--- config.mk ---
export PLATFORM = sky130hd
export DESIGN_NAME = gfc_denom
export DESIGN_NICKNAME = d
export VERILOG_FILES = /design/src/hw/rtl/gfc_pkg.sv /design/src/hw/rtl/gfc_denom.sv
export SDC_FILE = /design/constraint.sdc
export NUM_CORES = 2
export LEC_CHECK = 0
export CAP_MARGIN = 10
export CORE_MARGIN = 2
export CORE_UTILIZATION = 58
export CTS_BUF_LIST = sky130_fd_sc_hd__clkbuf_8 sky130_fd_sc_hd__clkbuf_16
export CTS_CLUSTER_SIZE = 24
export DETAILED_ROUTE_END_ITERATION = 10
export DONT_BUFFER_PORTS = 1
export PLACE_DENSITY = 0.81
export SKIP_CTS_REPAIR_TIMING = 1
export SLEW_MARGIN = 40
export SYNTH_ARGS = -nofsm -noshare
export SYNTH_HDL_FRONTEND = slang
export SYNTH_SLANG_ARGS = --single-unit
--- constraint.sdc ---
create_clock -name clk -period 12.2 [get_ports clk]
set_clock_uncertainty 0.15 [all_clocks]
set_input_delay 1.22 -clock clk [delete_from_list [all_inputs] [get_ports clk]]
set_output_delay 1.22 -clock clk [all_outputs]
set_load 0.05 [all_outputs]
--- src/hw/rtl/gfc_pkg.sv ---
`default_nettype none
package gfc_pkg;
  typedef logic [16:0] finger_t;
  typedef logic [9:0] count_t;
  typedef logic [25:0] force_t;
  typedef logic [11:0] gain_t;
  typedef logic [19:0] level_t;
  typedef logic signed [55:0] denom_t;

  typedef enum logic [1:0] {
    REG_GAIN      = 2'd0,
    REG_MIN_POS   = 2'd1,
    REG_THRESHOLD = 2'd2,
    REG_DEADBAND  = 2'd3
  } cfg_idx_t;

  localparam logic [27:0] RECIP_1000 = 28'd137438953;  // floor(2^37 / 1000)
  localparam logic [59:0] FORCE_NUM  = 60'd314572800000000000;
  localparam logic [21:0] STEP_MULT  = 22'd3221832;
  localparam int QUO_BITS = 26;
  localparam int DEN_LAT  = 5;
  localparam int DIV_LAT  = QUO_BITS + 1;
  localparam int FRONT_LAT = DEN_LAT + DIV_LAT;
endpackage
`default_nettype wire

--- src/hw/rtl/gfc_denom.sv ---
`default_nettype none
module gfc_denom (
  input  wire               clk,
  input  gfc_pkg::finger_t  finger,
  input  gfc_pkg::count_t   count,
  output gfc_pkg::denom_t   denom
);
  import gfc_pkg::*;

  logic [9:0] k;
  logic signed [30:0] s_nm;
  logic [30:0] s_mag;
  logic sgn1_r, sgn2_r;
  logic [27:0] x1_r, x2_r;
  logic [55:0] prod2;
  logic [17:0] q0_r;
  logic [28:0] rem3;
  logic [17:0] q3;
  logic [17:0] q3_r;
  logic signed [18:0] s3_r, s4_r;
  logic [35:0] sq4_r;
  logic signed [55:0] lin4_r;
  logic signed [55:0] cube5;
  denom_t denom_r;

  assign k = 10'd1023 - count;
  assign s_nm = $signed(31'd60250000 - 31'(k) * 31'd65092 - 31'(finger) * 31'd1000);
  assign s_mag = s_nm[30] ? 31'(-s_nm) : 31'(s_nm);
  assign prod2 = 56'(x1_r) * 56'(RECIP_1000);
  // estimate is exact or one low; fix with a single compare
  assign rem3 = 29'(x2_r) - 29'(q0_r) * 29'd1000;
  assign q3 = q0_r + ((rem3 >= 29'd1000) ? 18'd1 : 18'd0);
  assign cube5 = 56'($signed({1'b0, sq4_r})) * 56'(s4_r);

  always_ff @(posedge clk) begin
    sgn1_r  <= s_nm[30];
    x1_r    <= 28'(s_mag) + 28'd500;
    sgn2_r  <= sgn1_r;
    x2_r    <= x1_r;
    q0_r    <= 18'(prod2 >> 37);
    q3_r    <= q3;
    s3_r    <= sgn2_r ? -$signed({1'b0, q3}) : $signed({1'b0, q3});
    sq4_r   <= 36'(q3_r) * 36'(q3_r);
    s4_r    <= s3_r;
    lin4_r  <= 56'(s3_r) * 56'sd53000000 + 56'sd230000000000;
    denom_r <= cube5 + lin4_r;
  end

  assign denom = denom_r;
endmodule
`default_nettype wire

# Word-level counts from Yosys, hierarchy flattened
# Cells that the tools add are included.
dict set report word_totals {
  regBits 271
  latch_bits 0
  ramBits 0
  rom_bits 0
  out_inout_bits 56
  memories 0
}
dict set report op_classes {
  addsub 10
  mul 7
  div_mod_pow 0
  order_cmp 1
  n_eq_ne 0
  n_shift 0
  mux 3
  bitwise 0
  reduce_logical 0
}
# operator count
set ops {}
lappend ops {{adder 56 x 47 -> 56 bit} 1}
lappend ops {{multiplier 37 x 19 -> 56 bit} 1}
lappend ops {{multiplier 28 x 28 -> 55 bit (second input constant)} 1}
lappend ops {{adder 46 x 39 -> 47 bit (second input constant)} 1}
lappend ops {{multiplier 19 x 21 -> 40 bit (second input constant)} 1}
lappend ops {{multiplier 18 x 18 -> 36 bit} 1}
lappend ops {{greater-or-equal comparator 29 x 10 -> 1 bit (second input constant)} 1}
lappend ops {{subtractor 27 x 28 -> 29 bit} 1}
lappend ops {{subtractor 28 x 28 -> 29 bit} 1}
lappend ops {{adder 28 x 9 -> 28 bit (second input constant)} 1}
lappend ops {{two-way mux 28 bit} 1}
lappend ops {{negator 28 bit} 1}
lappend ops {{subtractor 26 x 26 -> 27 bit (first input constant)} 1}
lappend ops {{multiplier 18 x 7 -> 25 bit (second input constant)} 1}
lappend ops {{multiplier 10 x 14 -> 24 bit (second input constant)} 1}
lappend ops {{multiplier 17 x 7 -> 24 bit (second input constant)} 1}
lappend ops {{negator 18 -> 19 bit} 1}
lappend ops {{adder 18 x 1 -> 18 bit} 1}
lappend ops {{two-way mux 18 bit} 1}
lappend ops {{subtractor 10 bit (first input constant)} 1}
lappend ops {{two-way mux 1 bit} 1}

# Depth between registers and ports, before layout
dict set report depth {
  word_depth 7
  mapped_depth 41
  mapped_depth_nobuf 41
}

# Worst setup path before layout
# OpenSTA, ideal clock, no wires.
dict set report synth_path {
  kind {register to register}
  startpoint {register q0_r[1]}
  endpoint {register s3_r[17]}
  setup_ns 0.072
  t_arrival_ns 8.931
  t_required_ns 11.978
  slack_ns 3.047
  stages_incl_launch_ff 38
  path_cell_list {dfxtp_1 > inv_1 > fa_1 > fa_1 > fa_1 > inv_1 > fa_1 > ha_1 > a21boi_0 > o21ai_0 > a21boi_0 > o21ai_0 > a21boi_0 > o311a_1 > o41ai_1 > o2111ai_1 > a31o_2 > a21oi_1 > (+2 left out) > nor2_1 > a2111oi_0 > nand4_1 > nor4_1 > and4_1 > o2111ai_1 > a2111o_1 > ha_1 > nand2_1 > nor2_1 > xnor2_1 > inv_1 > or3_1 > or2_2 > or3_1 > or4_1 > o21ai_0 > xnor2_1}
}
dict set report synth_via {
  elab_chain_len 7
}
# element line_no
set synth_rtl {}
lappend synth_rtl {{start, declared} gfc_denom.sv:16} ;# logic [17:0] q0_r;
lappend synth_rtl {{start signal, assigned} gfc_denom.sv:40} ;# q0_r <= 18'(prod2 >> 37);
lappend synth_rtl {{multiplier 18 x 7 -> 25 bit} gfc_denom.sv:31} ;# assign rem3 = 29'(x2_r) - 29'(q0_r) * 29'd1000;
lappend synth_rtl {{subtractor 28 x 28 -> 29 bit} gfc_denom.sv:31}
lappend synth_rtl {{greater-or-equal comparator 29 x 10 -> 1 bit} gfc_denom.sv:32} ;# assign q3 = q0_r + ((rem3 >= 29'd1000) ? 18'd1 : 18'd0);
lappend synth_rtl {{two-way mux 1 bit} gfc_denom.sv:32}
lappend synth_rtl {{adder 18 x 1 -> 18 bit *} gfc_denom.sv:32}
lappend synth_rtl {{net q3[5]} gfc_denom.sv:18} ;# logic [17:0] q3;
lappend synth_rtl {{negator 18 -> 19 bit *} gfc_denom.sv:42} ;# s3_r <= sgn2_r ? -$signed({1'b0, q3}) : $signed({1'b0, q3});
lappend synth_rtl {{two-way mux 18 bit *} gfc_denom.sv:42}
lappend synth_rtl {{end signal, assigned} gfc_denom.sv:42}
lappend synth_rtl {{end, declared} gfc_denom.sv:20} ;# logic signed [18:0] s3_r, s4_r;
# Mark *: on every way through the listed nets, which the timed path passes. The rest lies on a longest branch.
# A chain may end at the register's enable or synchronous reset.

# Worst setup path after layout
dict set report layout_path {
  startpoint {register q0_r[2]}
  endpoint {register s3_r[17]}
}
# Same word-level chain as after synthesis.

==> results.sh <==
export IMPL_drtIter0Drc=3024
export IMPL_grt_pass1_vias=53100
export IMPL_grt_max_degree=55
export IMPL_numCtsBuffers=34
export IMPL_dr_pass1_iters=8
export IMPL_async_flop_share=0
export IMPL_critPathSlowestCell="or4_1"
export IMPL_ant_nets=0
export IMPL_synth_cell_types=101
export IMPL_hold_class="flop to flop"
export IMPL_synthTopCellsByArea="fa_1 (39%), ha_1 (19%), inv_1 (10%)"
export IMPL_ys_top_cells_by_count="inv_1 (1807), fa_1 (1333), ha_1 (1046)"
export IMPL_required_ns=12.50
export IMPL_fin_tns_setup_ns=0
export IMPL_grt_pass1_wl_mm=266
export IMPL_clock_path_buffers=3
export IMPL_max_freq_mhz=97.2
export IMPL_status="finished, final reports clean"
export IMPL_synth_flop_cell="dfxtp_1"
export IMPL_whs_path_depth=0
export IMPL_place_congestion=0.936
export IMPL_start_kind="flop"
export IMPL_gr_usage_met2=0.490
export IMPL_synth_nets=9627
export IMPL_ff2ff_path_depth=37
export IMPL_ys_warn_count=0
export IMPL_slew_headroom=0.368
export IMPL_netlist_area_sq_um=67700
export IMPL_cp_end_kind="flop"
export IMPL_nets=9504
export IMPL_port_buffers=0
export IMPL_syn_inst=7220
export IMPL_clk_latency_ns=0.62
export IMPL_viasPerCell=5.57
export IMPL_synth_top_area_cell="fa_1"
export IMPL_grt_use_met3=0.0389
export IMPL_tightestPinTransition_ns=0.947
export IMPL_post_route_period_util=0.844
export IMPL_drive_above_1_share=0.0265
export IMPL_drt_wl_total_mm=159
export IMPL_htreeDepth=2
export IMPL_critical_path_arrival_ns=10.60
export IMPL_grt_use_total=0.276
export IMPL_layout_setup_ws_ns=1.91
export IMPL_slowest_delay_ns=0.56
export IMPL_overflow=0
export IMPL_dr_total_vias=48200
export IMPL_finalHoldViolCount=0
export IMPL_grtUsageMet1=0.339
export IMPL_start_util=0.584
export IMPL_ys_seq_area_frac=0.0754
export IMPL_num_rows=125
export IMPL_fill_cells=9228
export IMPL_cts_tree="built"
export IMPL_drv_cap=0
export IMPL_die_w_um=346
export IMPL_area_delta_synth_final_pct=3.87
export IMPL_crit_type="flop to flop"
export IMPL_cts_sinks=255
export IMPL_antenna_found_initial=4
export IMPL_crit_fanout=6
export IMPL_die_area_sq_um=119000
export IMPL_synth_avg_cell_area_sq_um=9.37
export IMPL_core_sq_um=116000
export IMPL_ys_seq_elements=255
export IMPL_rsz0062_at_grt="no"
export IMPL_pre_cts_slack_ns=1.73
export IMPL_top_usage_layer="met2"
export IMPL_synth_edff_count=0
export IMPL_fin_crit_ns=10.29
export IMPL_die_y_um=346
export IMPL_slew_viol_final=0
export IMPL_io_pins=84
export IMPL_clkTransAtPathRegs_ns=0.06
export IMPL_place_hpwl_mm=132
export IMPL_yosysMostFrequentCell="inv_1"
export IMPL_root_buffer="clkbuf_16"
export IMPL_drc=0
export IMPL_wl_per_cell_um=18.4
export IMPL_setup_viol=0
export IMPL_synth_top_area_share=0.394
export IMPL_crit_top_cell="fa_1"
-- cell usage in the layout, fill, tap and decap left out, types with 111 or more instances in the layout --
cell     synthesis  routed
a21oi_1        211     211
nor2_1         208     208
and2_1         277     277
xnor2_1        226     225
inv_1         1807    1815
nand2_1        645     645
dfxtp_1        255     212
fa_1          1333    1333
o21ai_0        118     118
ha_1          1046    1046
xor2_1         111     111
-- per-stage QoR --
step,hold slack [ns],util,area (sq um),cells
5_1_grt,0.286,0.606,70300,8645
2_1_floorplan,0.160,-,67700,7220
3_5_place_dp,0.290,0.596,69100,8585
6_report,0.293,0.606,70300,8646
3_3_place_gp,0.291,0.596,69100,8585
4_1_cts,0.285,0.606,70300,8645
-- per-layer routing --
layer / vias to the layer above / part of all wire
met5: - / 0.00017
met4: 4 / 0.045
met3: 443 / 0.067
met2: 1754 / 0.50
met1: 24100 / 0.39
li1: 21900 / -
-- area by class of cell --
class                   instances  area, sq um  share of cell area
inverters                    1809         6790              0.0966
diodes                          1         2.50           0.0000356
clock buffers                  41          958              0.0136
repair buffers                 27          203             0.00288
clock inverters                19          173             0.00246
well taps                    1524         1910              0.0271
flip-flops and latches        255         5160              0.0735
multi-input cells            4970        55100               0.784
-- sequential cells by signal, summed over array words and instances, names as in the netlist --
register and flops:
q0_r 18, q3_r 18, s3_r 18, s4_r 18, sq4_r 35, x2_r 25
sgn2_r 1, sgn1_r 1, denom 56, x1_r 26, lin4_r 39
-- path summary, 6_finish.rpt --
path | from | to | slack (ns)
min | sgn1_r | sgn2_r | 0.29
max | q0_r[2] | s3_r[17] | 1.91
min reg2reg | sgn1_r | sgn2_r | 0.29
max reg2reg | q0_r[2] | s3_r[17] | 1.91
-- logic make-up (layout without fill, tap and decap cells) --
kind of cell | after synthesis | in the layout | share of synthesized area
AO/OA/AOI/OAI | 709 | 709 | 0.0699
multiplexers | 15 | 15 | 0.00231
buffers and inverters | 1995 | 1896 | 0.111
adder cells (fa/ha/maj) | 2379 | 2379 | 0.588
other | 0 | 1 | 0
XOR/XNOR | 337 | 337 | 0.0436
flip-flops | 255 | 255 | 0.0754
AND/OR/NAND/NOR | 1530 | 1530 | 0.110
-- critical path, delay by kind of cell, from the launching register on --
kind	cells	cell delay [ns]
AOI/OAI and AO/OA	14	3.50
adders and majority gates	7	2.90
and+or+nand+nor	10	2.41
DFF	1	0.49
xor gates and xnor gates	3	0.39
buffers and inverters	3	0.30
Power is not shown: default switching activity piles up to over one toggle a cycle in this logic, so the estimate is an artifact.
