[config.mk]
export PLATFORM = sky130hd
export DESIGN_NAME = gfc_goal
export DESIGN_NICKNAME = d
export VERILOG_FILES = /design/src/hw/rtl/gfc_pkg.sv /design/src/hw/rtl/gfc_goal.sv
export SDC_FILE = /design/constraint.sdc
export NUM_CORES = 2
export LEC_CHECK = 0
export BUFFER_PORTS_ARGS = -buffer_cell sky130_fd_sc_hd__clkbuf_2
export CORE_MARGIN = 2
export CORE_UTILIZATION = 64
export DETAILED_ROUTE_END_ITERATION = 12
export PLACE_DENSITY = 0.94
export SKIP_CTS_REPAIR_TIMING = 1
export SLEW_MARGIN = 0
export SYNTH_ARGS = -nofsm -noshare
export SYNTH_HDL_FRONTEND = slang
export SYNTH_SLANG_ARGS = --single-unit
[constraint.sdc]
create_clock -name clk -period 10.3 [get_ports clk]
set_clock_uncertainty 0.05 [all_clocks]
set_input_delay 2.575 -clock clk [delete_from_list [all_inputs] [get_ports clk]]
set_output_delay 2.575 -clock clk [all_outputs]
set_load 0.01 [all_outputs]
[src/hw/rtl/gfc_pkg.sv]
`default_nettype none
package gfc_pkg;
  typedef logic [16:0] finger_t;
  typedef logic [9:0] count_t;
  typedef logic [25:0] force_t;
  typedef logic [11:0] gain_t;
  typedef logic [19:0] level_t;
  typedef logic signed [55:0] denom_t;

  typedef enum logic [1:0] {
    REG_GAIN      = 2'd0,
    REG_MIN_POS   = 2'd1,
    REG_THRESHOLD = 2'd2,
    REG_DEADBAND  = 2'd3
  } cfg_idx_t;

  localparam logic [27:0] RECIP_1000 = 28'd137438953;  // floor(2^37 / 1000)
  localparam logic [59:0] FORCE_NUM  = 60'd314572800000000000;
  localparam logic [21:0] STEP_MULT  = 22'd3221832;
  localparam int QUO_BITS = 26;
  localparam int DEN_LAT  = 5;
  localparam int DIV_LAT  = QUO_BITS + 1;
  localparam int FRONT_LAT = DEN_LAT + DIV_LAT;
endpackage
`default_nettype wire

[src/hw/rtl/gfc_goal.sv]
`default_nettype none
module gfc_goal (
  input  wire               clk,
  input  wire               rst_n,
  input  wire               valid,
  input  gfc_pkg::count_t   count,
  input  gfc_pkg::force_t   force_a,
  input  gfc_pkg::force_t   force_b,
  input  gfc_pkg::gain_t    gain,
  input  gfc_pkg::count_t   min_position,
  input  gfc_pkg::level_t   threshold,
  input  gfc_pkg::level_t   deadband,
  output logic              out_valid,
  output gfc_pkg::count_t   goal,
  output gfc_pkg::force_t   net_force
);
  import gfc_pkg::*;

  logic v1_r, v2_r, v3_r, v4_r;
  count_t c1_r, c2_r, c3_r, c4_r;
  force_t n1_r, n2_r, n3_r, n4_r;
  logic signed [27:0] e1_r;
  logic [26:0] mag2_r;
  logic neg2_r, neg3_r, neg4_r, pass2_r;
  logic [38:0] p3_r;
  logic [60:0] p4_r;
  force_t net1;
  logic [26:0] mag1;
  logic [61:0] base, vmag;
  logic vneg;
  logic [21:0] gmag;
  logic signed [23:0] gval;
  count_t gclamp;
  count_t goal_r;
  force_t net_r;
  logic ov_r;

  assign net1 = (force_a > force_b) ? force_a - force_b : force_b - force_a;
  assign mag1 = e1_r[27] ? 27'(-e1_r) : 27'(e1_r);

  assign base = 62'(c4_r) << 40;
  always_comb begin
    vneg = 1'b0;
    if (!neg4_r) begin
      vmag = base + 62'(p4_r);
    end else if (62'(p4_r) <= base) begin
      vmag = base - 62'(p4_r);
    end else begin
      vmag = 62'(p4_r) - base;
      vneg = 1'b1;
    end
    gmag = 22'((vmag + (62'd1 << 39)) >> 40);
    gval = vneg ? -$signed({2'b0, gmag}) : $signed({2'b0, gmag});
    if (gval > 24'sd1023) begin
      gclamp = 10'd1023;
    end else if (gval < $signed({14'b0, min_position})) begin
      gclamp = (min_position < 10'd10) ? 10'd0 : min_position - 10'd10;
    end else begin
      gclamp = 10'(gval);
    end
  end

  always_ff @(posedge clk) begin
    if (!rst_n) begin
      v1_r <= 1'b0;
      v2_r <= 1'b0;
      v3_r <= 1'b0;
      v4_r <= 1'b0;
      ov_r <= 1'b0;
    end else begin
      v1_r <= valid;
      v2_r <= v1_r;
      v3_r <= v2_r && pass2_r;
      v4_r <= v3_r;
      ov_r <= v4_r;
    end
  end

  always_ff @(posedge clk) begin
    c1_r    <= count;
    n1_r    <= net1;
    e1_r    <= $signed({2'b0, net1}) - $signed({8'b0, threshold});
    c2_r    <= c1_r;
    n2_r    <= n1_r;
    mag2_r  <= mag1;
    neg2_r  <= e1_r[27];
    pass2_r <= mag1 > 27'(deadband);
    c3_r    <= c2_r;
    n3_r    <= n2_r;
    neg3_r  <= neg2_r;
    p3_r    <= 39'(gain) * 39'(mag2_r);
    c4_r    <= c3_r;
    n4_r    <= n3_r;
    neg4_r  <= neg3_r;
    p4_r    <= 61'(p3_r) * 61'(STEP_MULT);
    goal_r  <= gclamp;
    net_r   <= n4_r;
  end

  assign out_valid = ov_r;
  assign goal = goal_r;
  assign net_force = net_r;
endmodule
`default_nettype wire

== After elaboration in Yosys (flattened, before gate mapping) ==
Cells that the tools add are included.
Cells by class
  add/sub/neg operators: 10
  multipliers: 2
  order comparisons: 6
  mux-type cells: 9
  reduce and logical (&&, ||, !) cells: 1
Operators by type and width (count)
  $mux W62: 2
  $add A50 B61 Y62: 1
  $add A62 B40 Y62 const B: 1
  $sub A50 B61 Y62: 1
  $sub A61 B50 Y62: 1
  $le A61 B50 Y1: 1
  $mul A39 B19 Y58 const B: 1
  $sub A26 B26 Y26: 2
  $mul A12 B27 Y39: 1
  $gt A27 B20 Y1: 1
  $mux W27: 1
  $neg A27 Y27: 1
  $sub A26 B20 Y27: 1
  $gt A26 B26 Y1: 1
  $mux W26: 1
  $gt A24 B11 Y1 const B: 1
  $lt A24 B11 Y1: 1
  $mux W24: 1
  $neg A22 Y24: 1
  $mux W10: 2
  $lt A10 B4 Y1 const B: 1
  $sub A10 B4 Y10 const B: 1
  $mux W1: 2
  $logic_and A1 B1 Y1: 1
Word-level totals
  register bits after elaboration: 340
  input port bits: 127
  output and inout bits: 37
  word-level logic and storage cells: 51

== Logic depth before layout (Yosys ltp) ==
  word-level depth: 8
  mapped depth: 36
  mapped depth without buffers: 33

== Worst setup path before layout ==
No wires, ideal clock.
  path kind: input port to flip-flop
  start: input force_a[0]
  end: register e1_r[24]
  setup time: 0.072 ns
  arrival: 9.558 ns
  required time: 10.178 ns
  slack: 0.619 ns
  stages on the path: 35
  buffers on the path: 3
  cells stage by stage: inv_1 ha_1 inv_1 fa_1 a21o_1 a21o_1 a21o_1 a21o_1 a21o_1 a21oi_1 a21oi_1 a211oi_1 nor3_1 a31oi_1 clkbuf_1 clkbuf_1 buf_1 mux2_2 fa_1 nand2_1 nand2_1 a21oi_1 o21bai_1 a21oi_1 o21bai_1 a21oi_1 o21ai_0 or4_1 a31oi_1 nor2b_1 o21a_1 nor4_1 o41ai_1 nor4b_1 xnor2_1
Between the ends
  word-level cells in the longest chain between the ends: 3
  elaborated cells on any way between the ends: 5
  classes of those cells: 3 x add/sub; 1 x order compare; 1 x mux
RTL lines
  start, declared: RTL line gfc_goal.sv:7  | input gfc_pkg::force_t force_a,
  $sub A26 B26 Y26 / $gt A26 B26 Y1 (equally long branches): RTL line gfc_goal.sv:38  | assign net1 = (force_a > force_b) ? force_a - force_b : force_b - force_a;
  $mux W26 (*): RTL line gfc_goal.sv:38
  named net net1[1]: RTL line gfc_goal.sv:27  | force_t net1;
  $sub A26 B20 Y27 (*): RTL line gfc_goal.sv:82  | e1_r <= $signed({2'b0, net1}) - $signed({8'b0, threshold});
  end signal, assigned: RTL line gfc_goal.sv:82
  end, declared: RTL line gfc_goal.sv:22  | logic signed [27:0] e1_r;
The timed path passes the listed nets; every way through them passes the cells marked *.
A chain may end at the register's enable or synchronous reset.

== Worst setup path in the final report ==
Ends and elaborated chain as after synthesis.

==> key figures <==
Outcome
  • Status: finished clean

Run
  • Max-cap violations: 0

Place
  • IO Port Bufs: approximately 160
  • Placer congestion estimate: around 0.96
  • Hpwl dp: 69.3 mm

Worst setup path
  • CP required: between 10000 and 15000 ps
  • R2R depth: 25
  • R2R Path End: p4_r[60]
  • Data arrival time of the critical path: 9600 ps
  • Worst setup SP type: input port
  • CP Capture Type: flop
  • Crit Path Class: in2reg
  • Worst reg-to-reg setup slack: between 2000 and 2500 ps
  • Crit path largest cell delay: around 440 ps
  • FF-to-FF Start: p3_r[1]
  • Max stage delay cell, worst path: buf_4
  • Peak fanout along the critical path: 36

Synthesis
  • Synth Area in Adders: approximately 42%
  • Synth warn: 0
  • Ys async rst share: 0%
  • Synth cell types: 93
  • Synth Area in Compound Gates: between 10% and 20%
  • Post-synthesis simple-gate area fraction: around an eighth
  • Post-synth EDFFs: 0
  • Top FF cell, synth: dfxtp_1
  • Syn Area/Cell: between 9 and 10 µm²
  • Seq/Total Area, Yosys: about a fifth
  • Post-synth net total: 4821
  • Dominant cell type by area after synthesis: fa_1
  • Post-synthesis xor/xnor area fraction: between 4 and 5%
  • Mux contribution to synthesized area: less than 1%
  • Synthesis-stage register bit count: between 300 and 400
  • Synthesized area: around 35000 µm²
  • Post-Syn Instances: 3807
  • Largest family of logic cells by synthesized area: adder cells
  • Synth top area cells: fa_1, dfxtp_1, ha_1
  • Top cell type's share of synthesized area: a little over a quarter

Timing
  • Min Tclk post-route: just over 9000 ps
  • Final Hold Fails: 0
  • Worst-margin pin slew: approximately 910 ps
  • RSZ-0062 raised after global routing: no
  • Final Slew Violations: 0
  • Achievable Freq: 108 MHz
  • Relative slew slack: approximately two fifths
  • Tcrit/Tclk final: about nine tenths
  • Setup TNS: 0 ps
  • Final setup violation count: 0

Detailed routing
  • Wire per inst: 18.6 µm
  • DRT Wirelength: approximately 86 mm
  • Router iterations before antenna repair: 6
  • 1st-iter DRT viols: around 2400
  • ANT nets after route: 0
  • Via count: 27700
  • Vias per cell: roughly 6.0
  • # DRC: 0

Clock network
  • Clk_lat worst skew: 560 ps
  • CTS tree: done
  • CTS buffer count: 39
  • H-tree Lvls: 2
  • Clk root buf: clkbuf_16
  • Clock slew at reported path FFs: approximately 60 ps
  • CTS Sinks: 340
  • Longest Clk Path Bufs: 3

Min path
  • Min-Delay Endpoint: n3_r[3]
  • WHS Path Cells: 0
  • HP Class: reg2reg
  • Worst Hold Launch: n2_r[3]

Global route
  • Antenna violations before repair: 1
  • Vias in the first global route: around 29000
  • Grt ovf: 0
  • Global Route Usage Sum: 31.0%
  • First-pass GRT wire length: roughly 140 mm
  • Largest net degree at the start of global routing: between 40 and 50

Final layout
  • Area delta synth->final: 7.42%
  • Share of cells above drive strength 1: 7.07%
  • Nets@finish: around 5000

Floorplanning
  • Die height: approximately 240 µm
  • Core area: approximately 54000 µm²
  • Row cnt: 85
  • Initial Utilization: 64.7%
  • Total Die Area: about 56000 µm²
  • I/O Pins: about 160
  • Die W: approximately 240 µm
==> final cells by class <==
class	instances	area (µm²)
fillers	3603	16400
flip-flops and latches	340	6810
repair buffers	168	853
clock inverters	15	178
clock buffers	54	1110
diodes	1	2.50
inverters	771	2890
well taps	696	871
multi-input cells	2585	24800
==> worst max path at each step <==
stage / startpoint / to / slack [ps] / cells past startpoint
after detailed placement: force_a[0] / e1_r[24] / 630 / 33
final: force_a[0] / e1_r[24] / 1060 / 33
after floorplan: force_a[0] / e1_r[24] / 620 / 35
after global placement: force_a[0] / e1_r[24] / 900 / 34
after global routing: force_a[0] / e1_r[24] / 380 / 34
after CTS: force_a[0] / e1_r[24] / 1160 / 33
==> kinds of logic after synthesis <==
kind of cell,after synthesis
muxes,21
AOI/OAI and AO/OA,563
and+or+nand+nor,927
adders and majority gates,887
DFF,340
buffers and inverters,882
xor gates and xnor gates,187
==> sequential cells by signal, summed over array words and instances, names as in the netlist, 10 cells and up <==
register / flops
c4_r: 10
n3_r: 26
c3_r: 10
mag2_r: 27
net_force: 26
c2_r: 10
n1_r: 26
c1_r: 10
p3_r: 39
e1_r: 27
goal: 10
p4_r: 58
n2_r: 26
n4_r: 26
==> cell usage in the layout (no fill, tap or decap), types with 58 or more instances in the layout <==
| cell type | n |
|---|---|
| nand2_1 | 339 |
| fa_1 | 455 |
| a21o_1 | 70 |
| ha_1 | 432 |
| dfxtp_1 | 340 |
| nor2_1 | 133 |
| xnor2_1 | 154 |
| nor3_1 | 58 |
| o21ai_0 | 98 |
| inv_1 | 770 |
| and2_1 | 120 |
| a21oi_1 | 152 |
| clkbuf_2 | 163 |
==> through the flow <==
stage          instance area [µm²]  cells  hold slack (ps)  worst slack (ps)  util, %
3_3_place_gp                 36200   4560              260               903     67.1
6_report                     37500   4630              252              1060     69.5
4_1_cts                      37500   4629              263              1160     69.5
3_5_place_dp                 36200   4560              262               626     67.1
2_1_floorplan                34900   3807              260               619        -
5_1_grt                      37500   4629              263               380     69.5
==> cells in the mapped netlist, types with 29 or more instances <==
library cell  instances
dfxtp_1             340
nand2b_1             29
xor2_1               32
and2_1              120
ha_1                432
nor3_1               58
o21ai_0              98
a21oi_1             152
fa_1                455
nand2_1             339
nor2b_1              36
nand3_1              54
xnor2_1             154
nor2_1              133
inv_1               770
nand4_1              34
a21o_1               70
clkbuf_1             92
==> worst max-delay path: cells and delay by family <==
kind	cells	cell delay [ps]
buffers and inverters	4	640
xor gates and xnor gates	2	370
and+or+nand+nor	5	1340
AOI/OAI and AO/OA	19	3820
adders and majority gates	3	870
==> metal layers <==
metal / up-vias / share of wire, % / global-route usage [%]
met4: 0 / 5.7 / 16.9
met1: 13300 / 36 / 36.2
li1: 12400 / - / -
met5: - / 0 / 0
met2: 1553 / 49 / 54.3
met3: 425 / 8.6 / 5.54
Power is left out: the tool's default activity adds up to more than one toggle a clock period on the data nets, which glitch-free logic cannot reach.
